`config.mk`:
```
export PLATFORM = sky130hd
export DESIGN_NAME = awd_cell
export DESIGN_NICKNAME = d
export VERILOG_FILES = /design/src/design/awd_pkg.sv /design/src/design/awd_cell.sv
export SDC_FILE = /design/constraint.sdc
export NUM_CORES = 1
export LEC_CHECK = 0
export ABC_AREA = 1
export BUFFER_PORTS_ARGS = -buffer_cell sky130_fd_sc_hd__buf_2
export CAP_MARGIN = 15
export CORE_ASPECT_RATIO = 1.5
export CORE_MARGIN = 5
export CORE_UTILIZATION = 30
export CTS_BUF_LIST = sky130_fd_sc_hd__clkbuf_8
export CTS_CLUSTER_SIZE = 8
export DETAILED_ROUTE_END_ITERATION = 6
export HOLD_SLACK_MARGIN = 0.08
export PLACE_DENSITY_LB_ADDON = 0.25
export SETUP_SLACK_MARGIN = 0.15
export SLEW_MARGIN = 0
export SYNTH_ARGS = -nofsm -noshare
export SYNTH_HDL_FRONTEND = slang
export SYNTH_SLANG_ARGS = --single-unit
```
`constraint.sdc`:
```
create_clock -name clk -period 1.8 [get_ports clk]
set_input_delay 0.18 -clock clk [delete_from_list [all_inputs] [get_ports clk]]
set_output_delay 0.18 -clock clk [all_outputs]
set_load 0.01 [all_outputs]
```
`src/design/awd_pkg.sv`:
```
// shared types and constants for the address window decoder
package awd_pkg;

	localparam int MAP_ENTRIES = 64;
	localparam int IDX_BITS    = 6;
	localparam int CFG_BITS    = 7;

	typedef enum logic {
		ACT_WRITE     = 1'b0,
		ACT_TRANSLATE = 1'b1
	} awd_act_t;

	// control part of the word that walks down the cell chain
	typedef struct packed {
		logic                valid;
		awd_act_t            action;
		logic [IDX_BITS-1:0] entry;
		logic                hit;
		logic [IDX_BITS-1:0] hit_entry;
	} awd_ctl_t;

endpackage

```
`src/design/awd_cell.sv`:
```
// one map entry with its compare and its stage register of the chain
module awd_cell #(
	parameter int CELL_ID    = 0,
	parameter int ADDR_BITS  = 32,
	parameter int SLAVE_BITS = 8
) (
	input  logic                          clk,
	input  logic                          arst_n,
	input  logic                          adv,
	input  logic [awd_pkg::CFG_BITS-1:0]  limit,
	input  awd_pkg::awd_ctl_t             in_ctl,
	input  logic [ADDR_BITS-1:0]          in_addr,
	input  logic [ADDR_BITS-1:0]          in_wbeg,
	input  logic [ADDR_BITS-1:0]          in_wend,
	input  logic [ADDR_BITS-1:0]          in_woff,
	input  logic [SLAVE_BITS-1:0]         in_wslv,
	input  logic [ADDR_BITS-1:0]          in_taddr,
	input  logic [SLAVE_BITS-1:0]         in_tslv,
	output awd_pkg::awd_ctl_t             out_ctl,
	output logic [ADDR_BITS-1:0]          out_addr,
	output logic [ADDR_BITS-1:0]          out_wbeg,
	output logic [ADDR_BITS-1:0]          out_wend,
	output logic [ADDR_BITS-1:0]          out_woff,
	output logic [SLAVE_BITS-1:0]         out_wslv,
	output logic [ADDR_BITS-1:0]          out_taddr,
	output logic [SLAVE_BITS-1:0]         out_tslv
);

	logic [ADDR_BITS-1:0]  begin_q;
	logic [ADDR_BITS-1:0]  end_q;
	logic [ADDR_BITS-1:0]  delta_q;
	logic [SLAVE_BITS-1:0] slave_q;

	awd_pkg::awd_ctl_t     ctl_s1;
	logic [ADDR_BITS-1:0]  addr_s1;
	logic [ADDR_BITS-1:0]  wbeg_s1;
	logic [ADDR_BITS-1:0]  wend_s1;
	logic [ADDR_BITS-1:0]  woff_s1;
	logic [SLAVE_BITS-1:0] wslv_s1;
	logic [ADDR_BITS-1:0]  taddr_s1;
	logic [SLAVE_BITS-1:0] tslv_s1;

	logic              load;
	logic              hit_here;
	awd_pkg::awd_ctl_t ctl_next;

	always_comb begin
		load = adv && in_ctl.valid && (in_ctl.action == awd_pkg::ACT_WRITE)
			&& (int'(in_ctl.entry) == CELL_ID);
		// only the first hit of the search order counts
		hit_here = in_ctl.valid && (in_ctl.action == awd_pkg::ACT_TRANSLATE) && !in_ctl.hit
			&& (CELL_ID < int'(limit)) && (in_addr >= begin_q) && (in_addr < end_q);
		ctl_next = in_ctl;
		if (hit_here) begin
			ctl_next.hit       = 1'b1;
			ctl_next.hit_entry = awd_pkg::IDX_BITS'(CELL_ID);
		end
	end

	// offset minus begin is folded at load time so a lookup needs one add
	always_ff @(posedge clk) begin
		if (load) begin
			begin_q <= in_wbeg;
			end_q   <= in_wend;
			delta_q <= in_woff - in_wbeg;
			slave_q <= in_wslv;
		end
	end

	always_ff @(posedge clk or negedge arst_n) begin
		if (!arst_n) begin
			ctl_s1 <= '0;
		end else if (adv) begin
			ctl_s1 <= ctl_next;
		end
	end

	always_ff @(posedge clk) begin
		if (adv) begin
			addr_s1  <= in_addr;
			wbeg_s1  <= in_wbeg;
			wend_s1  <= in_wend;
			woff_s1  <= in_woff;
			wslv_s1  <= in_wslv;
			taddr_s1 <= hit_here ? in_addr + delta_q : in_taddr;
			tslv_s1  <= hit_here ? slave_q : in_tslv;
		end
	end

	assign out_ctl   = ctl_s1;
	assign out_addr  = addr_s1;
	assign out_wbeg  = wbeg_s1;
	assign out_wend  = wend_s1;
	assign out_woff  = woff_s1;
	assign out_wslv  = wslv_s1;
	assign out_taddr = taddr_s1;
	assign out_tslv  = tslv_s1;

endmodule

```
==> results of run 1 <==
Yosys cell counts, drive strengths merged (2+ instances only):
master and n:
nand2 482, edfxtp 280, inv 259, ha 125, nor2 113, a21oi 81
nand3 79, nand4 40, o21ai 40, xor2 32, nor3 18, dfrtp 15
buf 13, o21bai 9, nor4 7, xnor2 7, a21o 6, a21boi 4
clkbuf 4, nand3b 4, o21a 4, o211ai 3, and2 2, fa 2
or2 2
where the power goes:
group          internal [mW]  switching [mW]  total [mW]
sequential              7.94          0.0982        8.03
combinational           1.70            1.89        3.59
clock                   2.96            2.78        5.73
total                   12.6            4.76        17.4
stage by stage:
step	util	total power [mW]
floorplan	-	9.51
global placement	0.397	11.3
detailed placement	0.397	11.3
CTS	0.453	17.5
global route	0.463	18.2
finish	0.463	17.4
routing by layer:
layer	vias to the layer above	wire, um
met2	372	30100
li1	7228	-
met4	0	2880
met1	6561	20800
met3	136	2610
met5	-	0
state kept, by name, indices dropped and copies added (netlist names):
| register | flops |
|---|---|
| begin_q | 32 |
| delta_q | 32 |
| end_q | 32 |
| out_addr | 32 |
| out_ctl | 15 |
| out_taddr | 32 |
| out_tslv | 8 |
| out_wbeg | 32 |
| out_wend | 32 |
| out_woff | 32 |
| out_wslv | 8 |
| slave_q | 8 |
cell type report:
class,count,area (um^2),share of cell area
sequential,295,8780,0.362
multi-input combinational,1063,6530,0.269
timing repair buffer,851,6220,0.256
inverter,259,985,0.0406
tap,682,853,0.0351
clock buffer,49,674,0.0278
clock inverter,33,225,0.00928
antenna,2,5.00,0.000206
cell families (layout without fill, tap and decap cells):
kind of cell,count (synthesis),after routing,share of synthesized area
DFF,295,295,0.556
other,0,2,0
and+or+nand+nor,747,748,0.199
AOI/OAI and AO/OA,149,149,0.0526
xor gates and xnor gates,39,39,0.0216
adders and majority gates,127,127,0.102
buffers and inverters,276,1192,0.0691
tightest hold or removal path, cell delays in order:
cell	delay (ps)
clkbuf_8	140
inv_1	80
buf_4	190
nand2_1	70
nand2_1	40
path summary, 6_finish.rpt:
kind | start | endpoint | slack, ps | cells past startpoint
hold reg to reg | out_ctl[14] | out_ctl[14] | 470 | 2
max in group asynchronous | arst_n | out_ctl[6] | 670 | 3
min in group asynchronous | arst_n | out_ctl[7] | 700 | 3
setup reg to reg | begin_q[29] | out_taddr[7] | -540 | 12
setup / recovery | begin_q[29] | out_taddr[7] | -540 | 12
hold / removal | adv | out_ctl[14] | 130 | 5
what timing repair did:
item                       CTS  global route
hold endpoints to repair   302             4
pin swaps                    0            16
cloned                       0             7
gates resized for setup     12            80
hold buffers               195             2
buffers inserted             0             4
setup endpoints to repair   47            72
==> flow_summary_export.csv, run 1 <==
group,metric,value,unit
global_routing,grt-busiest-layer,"met2",
synthesis,ys_warn_count,0,
synthesis,synth_seq_cells,295,
power_and_ir_drop,vdd.ir_drop.worst,491,uV
synthesis,synth.distinct_cells,41,
timing,clock_skew,16.9,ps
floorplanning,rows,103,
clock_tree,clock_insertion_delay_worst_skew,620,ps
route,drc,0,
timing,setup_total_negative_slack,-27460,ps
synthesis,synth_edf_count,280,
place,place_area,20800,um^2
timing,hold_violations,0,
place,placement.setup.worst_slack,-1110,ps
worst_setup_path,path_max_fanout,20,
timing,clock.fmax,427,MHz
worst_setup_path,worstPathRequired,2170,ps
worst_setup_path,timing.critical_path.max_delay_family,"simple AND/OR/NAND/NOR gates",
floorplanning,die-height,291,um
final_layout,final_area,24300,um^2
clock_tree,cts.root.buffer_cell,"clkbuf_8",
timing,worstMarginPinSlew,686,ps
final_layout,layout_common_cells,"444 x nand2_1, 390 x buf_2, 280 x edfxtp_1",
worst_setup_path,path_buf_inv,2,
final_layout,final_layout_size_suffix_gt1_frac,0.328,
global_routing,grt_start_max_net_pins,99,
global_routing,grt.overflow.total,0,
outcome,run_status,"finished with violations",
synthesis,syn_area,15800,um^2
global_routing,global_route.usage.met3,0.0283,
outcome,violations,"negative setup slack",
timing,worst_hold_slack,135,ps
worst_setup_path,cpPeakStageDelay,340,ps
worst_setup_path,timing.critical_path.to_type,"flop",
clock_tree,htreeDepth,2,
synthesis,synth_top_cell_area_share,0.532,
timing,rsz0062_at_grt,"true",
global_routing,first_global_vias,15216,
final_layout,mostFrequentLayoutCell,"nand2_1",
route,post_drt_via_cell_ratio,4.42,
synthesis,synth_nets,1961,
timing,timing.final.max_slew_violations,0,
min_path,worst_hold_path_type,"input pin to flop",
place,hpwl,43.3,mm
global_routing,grt_antenna_before_repair,2,
worst_setup_path,start_kind,"flop",
synthesis,async_reset_ff_frac,0.0508,
floorplanning,dieWidth,197,um
synthesis,synth_area_per_cell,9.67,um^2
global_routing,grt_first_pass_wirelength,83.6,mm
route,router_iterations_before_antenna_repair,7,
route,number_of_nets_with_antenna_violations_after_detailed_routing,0,
synthesis,post-synth-top-area-cell,"edfxtp_1",
timing,fin_crit_sh,1.30,
flow_run,cap_violations,0,
clock_tree,cts_tree,"yes",
final_layout,final.fill_count,5018,
place,gpl.final_weighted_congestion,0.873,
power_and_ir_drop,power_per_cell_area,715,nW/um^2
synthesis,synth.yosys.seq_area_share,0.556,
clock_tree,cts_num_sinks,295,
timing,relSlewSlack,0.541,
place,buffer_ports.inserted,391,
power_and_ir_drop,total_leakage_power,11.6,nW
global_routing,grt_use_met2,0.353,
floorplanning,floorplan.initialDensity,0.301,
worst_setup_path,timing.critical_path.arrival,2710,ps
final_layout,fin_nets,2847,
place,numPlacedInstances,2944,
timing,post-route-worst-setup-slack,-544,ps
synthesis,postSynthCellCount,1633,
final_layout,fin_cells,3234,
route,initialDrtViolationCount,510,
route,routed_wire_length_per_instance,17.4,um
timing,finalSetupViolations,65,
clock_tree,clock_path_buffers,3,
floorplanning,num_io_pins,392,
final_layout,flow.area_growth_from_synthesis,53.7,%
route,drt-total-wl,56.4,mm
synthesis,synth_flop_cell,"edfxtp_1",
global_routing,groute.layer.met1.usage,0.204,
synthesis,synth_area_leaders,"edfxtp_1 53%, nand2_1 11%, ha_1 9.9%",
worst_setup_path,crit_path_cell_trace,"inv_2, ha_4, nand2_4, nor2_4, nand2_4, nor4_4, nand2_1, nand2_4, nand3_4, clkbuf_16, nand2_1, nand2_1",
worst_setup_path,timing.critical_path.slowest_stage_cell,"edfxtp_1",
route,vias,14297,
global_routing,globalRouteTotalUtil,0.188,
floorplanning,core,52500,um^2
floorplanning,total_die_area,57400,um^2
worst_setup_path,critPathKind,"flop to flop",
clock_tree,clkSlewWorstSetupHoldPaths,60,ps
timing,period_minus_slack,2340,ps
clock_tree,inserted_clock_buffers,49,
Note: power is estimated with default switching activity, not from simulation.
==> run 2, diff against run 1 <==
--- a/config.mk
+++ b/config.mk
@@ -14,6 +14,7 @@
 export CTS_BUF_LIST = sky130_fd_sc_hd__clkbuf_8
 export CTS_CLUSTER_SIZE = 8
 export DETAILED_ROUTE_END_ITERATION = 6
+export GPL_TIMING_DRIVEN = 0
 export HOLD_SLACK_MARGIN = 0.08
 export PLACE_DENSITY_LB_ADDON = 0.25
 export SETUP_SLACK_MARGIN = 0.15
==> run 2 against run 1 <==
The run still ends with negative setup slack left. Non-clock buffer count shrank 206. Via count shrank 4.5%. Worst setup slack gained 70 ps.
==> flow_summary_export.csv, run 2 (same netlist as run 1, synthesis figures left out) <==
group,metric,value,unit
global_routing,grt_first_pass_wirelength,81.4,mm
power_and_ir_drop,p_total,17.3,mW
timing,setup_total_negative_slack,-25390,ps
place,place_area,19000,um^2
route,drt-total-wl,55.5,mm
timing,period_minus_slack,2270,ps
min_path,hold-path-cell-count,3,
final_layout,mostFrequentLayoutCell,"nand2_1",
worst_setup_path,cpPeakStageDelay,340,ps
outcome,violations,"negative setup slack",
final_layout,final_area,23500,um^2
clock_tree,cts.root.buffer_cell,"clkbuf_8",
worst_setup_path,start_kind,"flop",
floorplanning,dieWidth,197,um
power_and_ir_drop,total_leakage_power,10.7,nW
route,initialDrtViolationCount,443,
power_and_ir_drop,total_switching_power,4.77,mW
floorplanning,num_io_pins,392,
clock_tree,cts_tree,"yes",
power_and_ir_drop,fraction_of_power_consumed_by_sequential_logic,0.464,
place,buffer_ports.inserted,391,
worst_setup_path,timing.critical_path.slowest_stage_cell,"edfxtp_1",
flow_run,cap_violations,0,
worst_setup_path,worstPathRequired,2150,ps
global_routing,grt_start_max_net_pins,49,
final_layout,flow.area_growth_from_synthesis,48.8,%
timing,hold_violations,0,
power_and_ir_drop,p_sw_frac,0.276,
floorplanning,floorplan.initialDensity,0.301,
clock_tree,clkSlewWorstSetupHoldPaths,60,ps
route,router_iterations_before_antenna_repair,4,
outcome,run_status,"finished with violations",
worst_setup_path,timing.critical_path.arrival,2630,ps
place,gpl.final_weighted_congestion,0.913,
floorplanning,total_die_area,57400,um^2
worst_setup_path,timing.critical_path.max_delay_family,"simple AND/OR/NAND/NOR gates",
global_routing,grt_antenna_before_repair,2,
route,vias,13652,
min_path,worst_hold_path_type,"input pin to flop",
worst_setup_path,timing.critical_path.to_type,"flop",
route,routed_wire_length_per_instance,18.3,um
floorplanning,die-height,291,um
min_path,hold-path-endpoint,"delta_q[13]",
power_and_ir_drop,clock_power_share,0.344,
final_layout,post-route-util,0.448,
global_routing,first_global_vias,14424,
worst_setup_path,timing.reg2reg.worst_path_depth,12,
timing,clock.fmax,440,MHz
worst_setup_path,critPathKind,"flop to flop",
timing,rsz0062_at_grt,"true",
timing,fin_crit_sh,1.26,
worst_setup_path,path_buf_inv,3,
route,post_drt_via_cell_ratio,4.51,
timing,relSlewSlack,0.531,
worst_setup_path,cp_num_cells,12,
worst_setup_path,worstReg2RegEnd,"out_taddr[17]",
power_and_ir_drop,internal_power,12.5,mW
clock_tree,htreeDepth,2,
power_and_ir_drop,power_per_cell_area,735,nW/um^2
timing,worstMarginPinSlew,702,ps
final_layout,fin_nets,2641,
clock_tree,inserted_clock_buffers,50,
clock_tree,cts_num_sinks,295,
min_path,timing.hold.worst.start,"in_woff[13]",
worst_setup_path,path_max_fanout,8,
final_layout,layout_common_cells,"420 x nand2_1, 393 x buf_2, 280 x edfxtp_1",
route,drc,0,
worst_setup_path,crit_path_cell_trace,"inv_1, ha_4, nand2_2, nor2_4, nand4_4, nor4_4, nand2_4, and2_4, buf_12, buf_12, nand3_4, nand2_2",
clock_tree,clock_insertion_delay_worst_skew,630,ps
floorplanning,core,52500,um^2
global_routing,globalRouteTotalUtil,0.185,
power_and_ir_drop,vdd.ir_drop.worst,629,uV
timing,post-route-worst-setup-slack,-474,ps
worst_setup_path,reg2reg_setup_slack,-470,ps
timing,timing.final.max_slew_violations,0,
place,hpwl,40.8,mm
floorplanning,rows,103,
timing,clock_skew,37.4,ps
timing,finalSetupViolations,69,
timing,worst_hold_slack,74.9,ps
clock_tree,clock_path_buffers,3,
final_layout,final_layout_size_suffix_gt1_frac,0.309,
worst_setup_path,r2r-start,"end_q[28]",
power_and_ir_drop,comb_power_share,0.191,
global_routing,grt.overflow.total,0,
route,number_of_nets_with_antenna_violations_after_detailed_routing,0,
## run 2: cell count changes in the layout (fill, tap and decap cells not counted), sizes merged
cell	previous run	this run
bufbuf	0	6
and2	3	2
dlymetal6s4s	0	1
diode	2	1
clkinv	12	13
inv	275	272
clkbuf	55	59
buf	650	433
dlygate4sd3	195	199
## run 2: per-layer routing
metal  track usage  share of wire  up-vias
met3        0.0265          0.043      132
met1         0.197           0.36     6324
li1              -              -     6838
met4        0.0711          0.042        0
met5             0              0        -
met2         0.362           0.55      358
## run 2: cell type report
cell class / count / area, um^2
tap: 682 / 853
sequential: 295 / 8780
antenna: 1 / 2.50
timing repair buffer: 628 / 4610
multi-input combinational: 1062 / 7120
clock buffer: 53 / 729
inverter: 259 / 987
buffer: 17 / 184
fill: 4990 / 28900
clock inverter: 31 / 230
## run 2: how the worst max path moves through the flow
stage               slack, ps       from            end
floorplan               -2430        adv     begin_q[0]
global placement        -8190        adv      end_q[10]
detailed placement      -1840        adv       end_q[8]
CTS                      -660  end_q[28]  out_taddr[17]
global route             -570  end_q[11]   out_taddr[4]
finish                   -470  end_q[28]  out_taddr[17]
## run 2: power by group through the flow
stage | clock, mW | sequential (mW) | combinational (mW)
floorplan | 0 | 8.36 | 1.15
global placement | 0 | 8.17 | 2.55
detailed placement | 0 | 8.16 | 2.58
CTS | 6.19 | 8.02 | 3.08
global route | 6.47 | 8.05 | 3.62
finish | 5.95 | 8.02 | 3.30
## run 2: per-stage QoR
step | worst slack [ps] | instances
after detailed placement | -1840 | 2715
after global routing | -570 | 3028
final | -474 | 3028
after floorplan | -2430 | 1633
after CTS | -658 | 3017
after global placement | -8190 | 2706
## run 2: timing repair
action / 4_1_cts / 5_1_grt
endpoints found under the setup margin: 153 / 104
cloned: 9 / 1
gates resized for setup: 47 / 203
setup buffers: 10 / 8
hold endpoints to repair: 392 / 34
hold buffers: 199 / 18
pin swaps: 8 / 33
## run 2: worst reg2reg max path, stage by stage (launching register included)
cell	delay [ps]
edfxtp_1	340
inv_1	70
ha_4	270
nand2_2	60
nor2_4	120
nand4_4	130
nor4_4	350
nand2_4	140
and2_4	170
buf_12	130
buf_12	140
nand3_4	60
nand2_2	50
